File: config.mk
export PLATFORM = sky130hd
export DESIGN_NAME = polynomial_string_hash_flat
export DESIGN_NICKNAME = d
export VERILOG_FILES = /design/src/rtl/psh_pkg.sv /design/src/rtl/psh_if.sv /design/src/rtl/psh_rem_unit.sv /design/src/rtl/polynomial_string_hash.sv /design/src/flat_wrapper.sv
export SDC_FILE = /design/constraint.sdc
export NUM_CORES = 1
export LEC_CHECK = 0
export BUFFER_PORTS_ARGS = -buffer_cell sky130_fd_sc_hd__buf_2
export CORE_MARGIN = 2
export CORE_UTILIZATION = 33
export CTS_CLUSTER_DIAMETER = 200
export DETAILED_ROUTE_END_ITERATION = 8
export GPL_TIMING_DRIVEN = 0
export PLACE_DENSITY = 0.59
export SYNTH_ARGS = -nofsm -noshare
export SYNTH_HDL_FRONTEND = slang
export SYNTH_SLANG_ARGS = --single-unit
File: constraint.sdc
create_clock -name clk -period 6.6 [get_ports clk]
set_input_delay 0.66 -clock clk [delete_from_list [all_inputs] [get_ports clk]]
set_output_delay 0.66 -clock clk [all_outputs]
set_load 0.1 [all_outputs]
File: src/rtl/psh_pkg.sv
// Shared types, widths and constants for the polynomial string hash.
// No dependencies; compile first.
`timescale 1ns / 1ps
`default_nettype none

package psh_pkg;

  // field widths
  localparam int CHAR_W = 8;
  localparam int HASH_W = 32;
  localparam int WIDE_W = 64;
  localparam int TERM_W = CHAR_W + 1;

  // hash constants
  localparam logic [TERM_W-1:0] CHAR_OFFSET = TERM_W'(96);
  localparam int BASE_SHIFT = 5;  // 31 = 2^5 - 1
  localparam logic [HASH_W-1:0] MOD_RESET = HASH_W'(2);
  localparam logic [HASH_W-1:0] PWR_RESET = HASH_W'(1);

  // remainder unit step counts
  localparam int STEP_W = $clog2(WIDE_W + 1);
  localparam int PWR_W = HASH_W + BASE_SHIFT;
  localparam logic [STEP_W-1:0] IDX_STEPS = STEP_W'(WIDE_W);
  localparam logic [STEP_W-1:0] PWR_STEPS = STEP_W'(PWR_W);

  typedef enum logic [1:0] {
    ST_IDLE,
    ST_IDX,
    ST_PWR,
    ST_PUSH
  } state_t;

  // request to the remainder unit; dividend is MSB-aligned
  typedef struct packed {
    logic              start;
    logic [STEP_W-1:0] steps;
    logic [WIDE_W-1:0] dividend;
  } rem_ctl_t;

  typedef struct packed {
    logic              done;
    logic [HASH_W-1:0] remainder;
  } rem_sts_t;

endpackage

`default_nettype wire

File: src/rtl/psh_if.sv
// Valid/ready channel interfaces for the string hash input and result items.
// Depends on psh_pkg.
`timescale 1ns / 1ps
`default_nettype none

interface psh_in_if;
  logic                        valid;
  logic                        ready;
  logic [psh_pkg::CHAR_W-1:0]  char_code;
  logic                        is_last;

  modport source (output valid, char_code, is_last, input ready);
  modport sink   (input valid, char_code, is_last, output ready);
endinterface

interface psh_out_if;
  logic                        valid;
  logic                        ready;
  logic [psh_pkg::HASH_W-1:0]  hash_index;

  modport source (output valid, hash_index, input ready);
  modport sink   (input valid, hash_index, output ready);
endinterface

`default_nettype wire

File: src/rtl/psh_rem_unit.sv
// Bit-serial restoring remainder unit: shifts the dividend in one bit per cycle.
// Depends on psh_pkg.
`timescale 1ns / 1ps
`default_nettype none

module psh_rem_unit (
  input  wire logic                       clk,
  input  wire logic                       rst_n,
  input  wire logic [psh_pkg::HASH_W-1:0] modulus,
  input  wire psh_pkg::rem_ctl_t          ctl,
  output psh_pkg::rem_sts_t               sts
);
  import psh_pkg::*;

  logic [WIDE_W-1:0] dvd_r, dvd_nxt;
  logic [HASH_W-1:0] rem_r, rem_nxt;
  logic [STEP_W-1:0] cnt_r, cnt_nxt;
  logic              done_r, done_nxt;
  logic [HASH_W:0]   trial;
  logic [HASH_W:0]   diff;

  // one restoring step: bring in the next dividend bit, subtract if it fits
  always_comb begin
    trial = {rem_r, dvd_r[WIDE_W-1]};
    diff  = trial - {1'b0, modulus};
  end

  always_comb begin
    dvd_nxt  = dvd_r;
    rem_nxt  = rem_r;
    cnt_nxt  = cnt_r;
    done_nxt = 1'b0;
    if (ctl.start) begin
      dvd_nxt = ctl.dividend;
      rem_nxt = '0;
      cnt_nxt = ctl.steps;
    end else if (cnt_r != '0) begin
      dvd_nxt  = {dvd_r[WIDE_W-2:0], 1'b0};
      rem_nxt  = (trial >= {1'b0, modulus}) ? diff[HASH_W-1:0] : trial[HASH_W-1:0];
      cnt_nxt  = cnt_r - STEP_W'(1);
      done_nxt = (cnt_r == STEP_W'(1));
    end
  end

  always_ff @(posedge clk) begin
    if (!rst_n) begin
      cnt_r  <= '0;
      done_r <= 1'b0;
    end else begin
      cnt_r  <= cnt_nxt;
      done_r <= done_nxt;
    end
    dvd_r <= dvd_nxt;
    rem_r <= rem_nxt;
  end

  assign sts.done      = done_r;
  assign sts.remainder = rem_r;

endmodule

`default_nettype wire

File: src/rtl/polynomial_string_hash.sv
// Top level of the polynomial rolling string hash: sequencer, state, output register.
// Depends on psh_pkg, psh_if and psh_rem_unit.
//
//   channel  | dir | handshake      | payload
//   in_ch    | in  | valid/ready    | char_code[7:0], is_last
//   out_ch   | out | valid/ready    | hash_index[31:0]
//   cfg      | in  | cfg_we         | cfg_wdata[31:0] (modulus)
//
// A byte that is not last runs, from acceptance to the next ready: the load,
// 64 remainder steps on the index sum, a turnaround, then 37 steps on power*31.
// A last byte runs the load, 64 index steps and any wait for a free output register.
// All steps run on the single bit-serial remainder unit, one bit a cycle.
// Synchronous active-low reset: index 0, power 1, modulus 2, output empty.
// A held result in the output register does not stall the sequencer until the
// next last byte needs that register.
`timescale 1ns / 1ps
`default_nettype none

module polynomial_string_hash (
  input  wire logic                       clk,
  input  wire logic                       rst_n,
  psh_in_if.sink                          in_ch,
  psh_out_if.source                       out_ch,
  input  wire logic                       cfg_we,
  input  wire logic [psh_pkg::HASH_W-1:0] cfg_wdata
);
  import psh_pkg::*;

  state_t            state_r, state_nxt;
  logic [HASH_W-1:0] mod_r;
  logic [HASH_W-1:0] mod_eff;
  logic [HASH_W-1:0] index_r;
  logic [HASH_W-1:0] power_r;
  logic              last_r;
  logic              out_valid_r;
  logic [HASH_W-1:0] out_hash_r;

  logic              in_fire;
  logic              out_free;
  logic              push;
  rem_ctl_t          rem_ctl;
  rem_sts_t          rem_sts;

  logic signed [TERM_W-1:0]   term;
  logic signed [HASH_W:0]     pwr_s;
  logic signed [TERM_W+HASH_W:0] prod;
  logic [WIDE_W-1:0]          sum64;
  logic [PWR_W-1:0]           pwr31;

  // a modulus of zero behaves as one
  assign mod_eff = (mod_r == '0) ? HASH_W'(1) : mod_r;

  // term = signed byte - 96, times power, plus index, wrapped to 64 bits
  always_comb begin
    term  = $signed({in_ch.char_code[CHAR_W-1], in_ch.char_code}) - $signed(CHAR_OFFSET);
    pwr_s = $signed({1'b0, power_r});
    prod  = term * pwr_s;
    sum64 = WIDE_W'({{(WIDE_W-TERM_W-HASH_W-1){prod[TERM_W+HASH_W]}}, prod})
            + {{(WIDE_W-HASH_W){1'b0}}, index_r};
    pwr31 = {power_r, BASE_SHIFT'(0)} - {BASE_SHIFT'(0), power_r};
  end

  assign in_fire  = in_ch.valid & in_ch.ready;
  assign out_free = !out_valid_r || out_ch.ready;

  // next state
  always_comb begin
    state_nxt = state_r;
    unique case (state_r)
      ST_IDLE: if (in_fire) state_nxt = ST_IDX;
      ST_IDX: begin
        if (rem_sts.done) state_nxt = last_r ? ST_PUSH : ST_PWR;
      end
      ST_PWR:  if (rem_sts.done) state_nxt = ST_IDLE;
      ST_PUSH: if (out_free) state_nxt = ST_IDLE;
      default: state_nxt = ST_IDLE;
    endcase
  end

  // outputs of the sequencer
  always_comb begin
    in_ch.ready      = 1'b0;
    push             = 1'b0;
    rem_ctl.start    = 1'b0;
    rem_ctl.steps    = IDX_STEPS;
    rem_ctl.dividend = sum64;
    unique case (state_r)
      ST_IDLE: begin
        in_ch.ready   = 1'b1;
        rem_ctl.start = in_ch.valid;
      end
      ST_IDX: begin
        if (rem_sts.done && !last_r) begin
          rem_ctl.start    = 1'b1;
          rem_ctl.steps    = PWR_STEPS;
          rem_ctl.dividend = {pwr31, (WIDE_W-PWR_W)'(0)};
        end
      end
      ST_PWR: ;
      ST_PUSH: push = out_free;
      default: ;
    endcase
  end

  psh_rem_unit u_rem (
    .clk     (clk),
    .rst_n   (rst_n),
    .modulus (mod_eff),
    .ctl     (rem_ctl),
    .sts     (rem_sts)
  );

  // state, running values and modulus register
  always_ff @(posedge clk) begin
    if (!rst_n) begin
      state_r <= ST_IDLE;
      mod_r   <= MOD_RESET;
      index_r <= '0;
      power_r <= PWR_RESET;
      last_r  <= 1'b0;
    end else begin
      state_r <= state_nxt;
      if (cfg_we) mod_r <= cfg_wdata;
      if (in_fire) last_r <= in_ch.is_last;
      if (push) begin
        index_r <= '0;
        power_r <= PWR_RESET;
      end else if (state_r == ST_IDX && rem_sts.done) begin
        index_r <= rem_sts.remainder;
      end else if (state_r == ST_PWR && rem_sts.done) begin
        power_r <= rem_sts.remainder;
      end
    end
  end

  // output register: load on push, drop once taken
  always_ff @(posedge clk) begin
    if (!rst_n) begin
      out_valid_r <= 1'b0;
    end else if (push) begin
      out_valid_r <= 1'b1;
    end else if (out_ch.ready) begin
      out_valid_r <= 1'b0;
    end
    if (push) out_hash_r <= index_r;
  end

  assign out_ch.valid      = out_valid_r;
  assign out_ch.hash_index = out_hash_r;

endmodule

`default_nettype wire
File: src/flat_wrapper.sv
// flat-port wrapper written by rule: the top's interface ports become plain ports
module polynomial_string_hash_flat import psh_pkg::*;
  (clk, rst_n, cfg_we, cfg_wdata, in_ch_valid, in_ch_char_code, in_ch_is_last, in_ch_ready, out_ch_valid, out_ch_hash_index, out_ch_ready);
  psh_in_if in_ch_i ();
  psh_out_if out_ch_i ();
  input  wire logic clk;
  input  wire logic rst_n;
  input  wire logic cfg_we;
  input  wire logic [psh_pkg::HASH_W-1:0] cfg_wdata;
  input wire logic [$bits(in_ch_i.valid)-1:0] in_ch_valid;
  input wire logic [$bits(in_ch_i.char_code)-1:0] in_ch_char_code;
  input wire logic [$bits(in_ch_i.is_last)-1:0] in_ch_is_last;
  output wire logic [$bits(in_ch_i.ready)-1:0] in_ch_ready;
  output wire logic [$bits(out_ch_i.valid)-1:0] out_ch_valid;
  output wire logic [$bits(out_ch_i.hash_index)-1:0] out_ch_hash_index;
  input wire logic [$bits(out_ch_i.ready)-1:0] out_ch_ready;
  assign in_ch_i.valid = in_ch_valid;
  assign in_ch_i.char_code = in_ch_char_code;
  assign in_ch_i.is_last = in_ch_is_last;
  assign in_ch_ready = in_ch_i.ready;
  assign out_ch_valid = out_ch_i.valid;
  assign out_ch_hash_index = out_ch_i.hash_index;
  assign out_ch_i.ready = out_ch_ready;
  polynomial_string_hash u_core (.clk(clk), .rst_n(rst_n), .in_ch(in_ch_i), .out_ch(out_ch_i), .cfg_we(cfg_we), .cfg_wdata(cfg_wdata));
endmodule
# Word-level counts from Yosys, hierarchy flattened
# Cells that the tools add are included.
# W data, S select, Z words.
# op_classes
add_sub_neg	5
muxes	19
order_cmp	1
eq_ne	8
mul	1
bitwise	4
reduce_logical	15
# op_table
cell	count
$mux W64	2
$mux W72	1
$mux W71	1
$mux W32	2
$add A42 B33 Y43	1
$mul A9 B33 Y42	1
$sub A37 B32 Y37	1
$ge A33 B32 Y1	1
$logic_not A32 Y1	1
$sub A32 B32 Y32	1
$mux W7	2
$sub A8 B8 Y9 const B	1
$mux W2	4
$pmux W2 S4	1
$eq A7 B1 Y1 const B	1
$reduce_bool A7 Y1	1
$sub A7 B1 Y7 const B	1
$mux W1	5
$eq A2 B2 Y1 const B	2
$ne A2 B1 Y1 const B	2
$ne A2 B2 Y1 const B	2
$reduce_and A4 Y1	1
$reduce_bool A2 Y1	2
$logic_and A1 B1 Y1	3
10 further kinds	13
# totals
ff_bits	236
output_inout_bits	34
elab_cells	64

# Logic depth before layout (Yosys ltp)
# depth
depth_word	6
ltp_mapped	23
mapped_depth_nobuf	22

# By module
# A second synthesis with hierarchy kept.
# hier_totals
cells_unflattened	2814
area_unflattened_um2	24233.2
# modules_own_cells
mod	cells_each	area_per_inst_um2	instances
polynomial_string_hash	2164	17834.6	1
psh_rem_unit	650	6398.6	1

# Worst setup path before layout
# OpenSTA, ideal clock, no wires.
# synth_path
path_kind	input port to flip-flop
startpoint	in in_ch_char_code[7]
endpoint	reg u_core.u_rem.dvd_r[60] (data pin)
path_slack_ns	0.137
arrival_time_ns	6.193
path_stages	22
setup_time_ns	0.271
t_required_ns	6.329
cell_sequence	and3b_1 -> clkbuf_1 -> clkbuf_1 -> nor2_1 -> fa_1 -> inv_1 -> fa_1 -> fa_1 -> fa_1 -> fa_1 -> inv_1 -> ha_1 -> buf_6 -> a21o_1 -> a311oi_1 -> o21bai_1 -> a221oi_2 -> a21oi_1 -> or3_4 -> a21o_1 -> nand2_1 -> o22ai_1
# synth_via
elab_chain_len	6
# synth_rtl
element	line_no	text
start: declaration	flat_wrapper.sv:11	input wire logic [$bits(in_ch_i.char_code)-1:0] in_ch_char_code;
$sub A8 B8 Y9 *	polynomial_string_hash.sv:55	term = $signed({in_ch.char_code[CHAR_W-1], in_ch.char_code}) - $signed(CHAR_OFFSET);
$mul A9 B33 Y42 *	polynomial_string_hash.sv:57	prod = term * pwr_s;
$add A42 B33 Y43 *	polynomial_string_hash.sv:59	+ {{(WIDE_W-HASH_W){1'b0}}, index_r};
$mux W72	polynomial_string_hash.sv:93	if (rem_sts.done && !last_r) begin
$mux W71 *	polynomial_string_hash.sv:87	unique case (state_r)
$mux W64 *	psh_rem_unit.sv:33	if (ctl.start) begin
named net u_core.u_rem.dvd_nxt[60]	psh_rem_unit.sv:15	logic [WIDE_W-1:0] dvd_r, dvd_nxt;
end signal: assignment	psh_rem_unit.sv:53	dvd_r <= dvd_nxt;
end: declaration	psh_rem_unit.sv:15	
# Mark *: on every way through the listed nets, which the timed path passes. The rest lies on a longest branch.
# A chain may end at the register's enable or synchronous reset.

# Final worst setup path
# layout_path
startpoint	in in_ch_char_code[5]
endpoint	reg u_core.u_rem.dvd_r[58] (data pin)
# The elaborated chain is that of the path after synthesis.

==> metrics.md <==
| Metric | Value |
|---|---|
| Reg2reg end | `u_core.u_rem.dvd_r[40]` |
| Synth cell count leaders | `383 x inv_1, 374 x nand2_1, 241 x fa_1` |
| Routed length per instance | `19.8 um` |
| CP most frequent cell | `fa_1` |
| Worst skew pair latency | `0.60 ns` |
| Post-synth EDFFs | `96` |
| First-pass GRT wire length | `about 120 mm` |
| Total power | `~6.7 mW` |
| Post-route ant nets | `0` |
| Net Count, Synth | `3201` |
| Number of remaining DRC errors | `0` |
| Site Rows | `98` |
| Post-CTS Hold Buffers | `0` |
| Period utilisation layout | `98.9%` |
| Area grow syn2layout | `12.5%` |
| Slew headroom | `34.9%` |
| Worst r2r path cells | `19` |
| Clock Path Buffers | `3` |
| CP Class | `in -> reg` |
| Cell count after synthesis | `~2700` |
| Final Setup Violations | `0` |
| Nets | `roughly 3300` |
| Crit path DAT | `6.81 ns` |
| Startpoint Class | `input port` |
| Routed wire length | `75.6 mm` |
| Peak VDD IR | `approximately 0.24 mV` |
| Number of buffers and inverters on the critical path | `6` |
| Maxcap violations | `0` |
| Cell variety after synth | `87` |
| Reg2reg setup slack | `approximately 0.22 ns` |
| Initial drt markers | `1659` |
| Largest cells by area after synthesis | `fa_1 20%, edfxtp_1 12%, dfxtp_1 12%` |
| Vias in the first global route | `between 15000 and 20000` |
| P per Cell Area | `approximately 250 nW/um2` |
| CP top delay family | `adder cells` |
| Max Fclk | `153 MHz` |
| CTS buffer count | `28` |
| Total GRT Usage | `20.4%` |
| Mapped cell area | `23600 um2` |
| Crit. End Element | `register` |
| Antenna violations before repair | `3` |
| Final setup margin | `0.0747 ns` |
| Post-synthesis sequential area ratio | `24.1%` |
| Boundary pin count | `80` |
| H-tree lvl count | `1` |
| Number of buffers added on ports | `78` |
| Vias after detailed routing | `just under 20000` |
| Die area | `between 70000 and 80000 um2` |
| Die width | `272 um` |
| Detail Placement HPWL | `about 61 mm` |
| Layout cells sized above 1 | `8.98%` |
| CP max-delay cell | `fa_1` |
| Clock Root Buffer | `clkbuf_16` |
| Register bit total from synthesis | `236` |
| Final max-slew violation count | `0` |
| Worst slack at placement | `-1.78 ns` |
| Hold depth | `3` |
| CTS tree | `built` |
| Die Ht | `272 um` |
| Worst path cell trace | `buf_4 > ha_2 > xnor2_4 > buf_12 > clkbuf_8 > and2_1 > fa_1 > inv_1 > fa_1 > fa_1 > fa_1 > fa_1 > inv_1 > ha_1 > buf_6 > a21o_1 > a311oi_4 > o21bai_4 > a221oi_4 > a21oi_2 > or3_4 > a31oi_4 > a22oi_1` |
| Slowest cell delay on critical path | `0.57 ns` |
| Yosys top cell by area | `fa_1` |
| GP Congestion | `0.929` |
| Critical Path RT | `6.89 ns` |
| Final hold slack | `between 0.2 and 0.3 ns` |
| Largest net degree at the start of global routing | `65` |
| Fin crit period | `6.53 ns` |
| Async SR Flop Fraction | `0%` |
| Drt pass-1 iters | `5` |
| Unrepaired setup endpoints after global routing | `yes` |
| Main synth FF type | `dfxtp_1` |
| Crit Path Max Fanout | `10` |
| Final hold viol count | `0` |
| Hold Path End | `u_core.mod_r[1]` |
| Worst hold path type | `in -> reg` |
| Leak | `11.2 nW` |
| Post-synth top area share | `20.4%` |
| Via/cell ratio | `5.13` |
| Slew @ Worst Pin | `0.977 ns` |
| Clock Sinks | `236` |
| Most numerous cell in the Yosys netlist | `inv_1` |
| Yosys warnings | `0` |
| Avg Inst Size Synth | `8.63 um2` |
| Initial core utilization | `33.2%` |
| Final Cell Area | `26600 um2` |
| HP Start | `cfg_wdata[1]` |
| Area after DPL | `roughly 25000 um2` |
| Core ar. | `~70000 um2` |
| Clock skew | `0.0333 ns` |
| Status | `finished clean` |
| Grt total ovfl | `0` |
| R2r startpoint | `u_core.power_r[2]` |
| Clk slew on worst S/H paths | `0.06 ns` |
[cell families (layout without fill, tap and decap cells)]
logic type                 count (synthesis)  count (layout)  synth area share (%)
AOI/OAI and AO/OA                        529             529                  14.6
buffers and inverters                    536             671                  8.84
xor gates and xnor gates                  93              93                  3.45
and+or+nand+nor                          888             888                  17.6
adders and majority gates                416             416                  29.7
DFF                                      236             236                  24.1
muxes                                     41              41                  1.74
other                                      0               1                     0
[state kept, by name (all words and copies together) (netlist names)]
register                  flops
u_core.index_r               32
u_core.last_r                 1
u_core.mod_r                 32
u_core.out_ch.hash_index     32
u_core.out_ch.valid           1
u_core.power_r               32
u_core.state_r                2
u_core.u_rem.cnt_r            7
u_core.u_rem.done_r           1
u_core.u_rem.dvd_r           64
u_core.u_rem.rem_r           32
[timing repair]
action | 4_1_cts | 5_1_grt
hold endpoints to repair | 0 | 0
cloned | 0 | 0
setup endpoints to repair | 47 | 29
setup buffers | 1 | 4
pin swaps | 3 | 16
resized for setup | 38 | 64
[metrics by stage]
stage	cells	utilization [%]	TNS [ns]
final	3825	37.3	0
after global placement	3767	35.4	-70.77
after global routing	3824	37.3	-0.190
after detailed placement	3768	35.4	-71.36
after CTS	3820	37.0	0
after floorplan	2739	-	0
[layout by cell type, fill, tap and decap left out, drive strengths merged, types with 11 or more instances in the layout]
cell type | Yosys | final
a21boi | 11 | 11
dfxtp | 140 | 140
xnor2 | 58 | 58
a22oi | 13 | 13
nand2b | 20 | 20
xor2 | 35 | 35
o21ai | 109 | 109
nor2b | 46 | 46
ha | 175 | 175
and2 | 124 | 124
a21oi | 178 | 178
nor3 | 35 | 35
buf | 28 | 116
nand4 | 22 | 22
o211ai | 14 | 14
a211oi | 28 | 28
o21bai | 16 | 16
clkbuf | 125 | 158
inv | 383 | 384
a31oi | 32 | 32
a21o | 45 | 45
nor4 | 11 | 11
fa | 241 | 241
nor2 | 173 | 173
nand2 | 375 | 375
mux2i | 40 | 40
nand3 | 40 | 40
edfxtp | 96 | 96
[worst max-delay path by stage]
stage,start,end,cells past startpoint
after global placement,in_ch_char_code[5],u_core.u_rem.dvd_r[63],23
after detailed placement,in_ch_char_code[5],u_core.u_rem.dvd_r[60],23
final,in_ch_char_code[5],u_core.u_rem.dvd_r[58],23
after floorplan,in_ch_char_code[7],u_core.u_rem.dvd_r[60],22
after CTS,in_ch_char_code[5],u_core.u_rem.dvd_r[41],23
after global routing,in_ch_char_code[5],u_core.u_rem.dvd_r[60],24
[tightest hold or removal path, stage by stage]
cell      delay, ns
buf_2          0.07
nand2_1        0.04
o211ai_1       0.08
[where the power goes]
group          internal, mW  switching, mW
clock                  1.02          0.688
sequential             1.95          0.283
combinational          1.08           1.71
[area by class of cell]
cell class                 instances  area (um2)
clock buffer                      38         768
buffer                           151         717
multi-input combinational       1967       16100
inverter                         383        1440
sequential                       236        5690
fill                            7393       44600
antenna                            1        2.50
clock inverter                    14         229
tap                              950        1190
timing repair buffer              85         498
[metal layers]
metal | up-vias | part of all wire (%) | track usage, %
met1 | 9534 | 44 | 28.4
met2 | 718 | 45 | 32.5
met4 | 0 | 3.0 | 5.60
li1 | 9255 | - | -
met3 | 104 | 7.7 | 3.69
met5 | - | 0 | 0
Note: power is estimated with default switching activity, not from simulation.
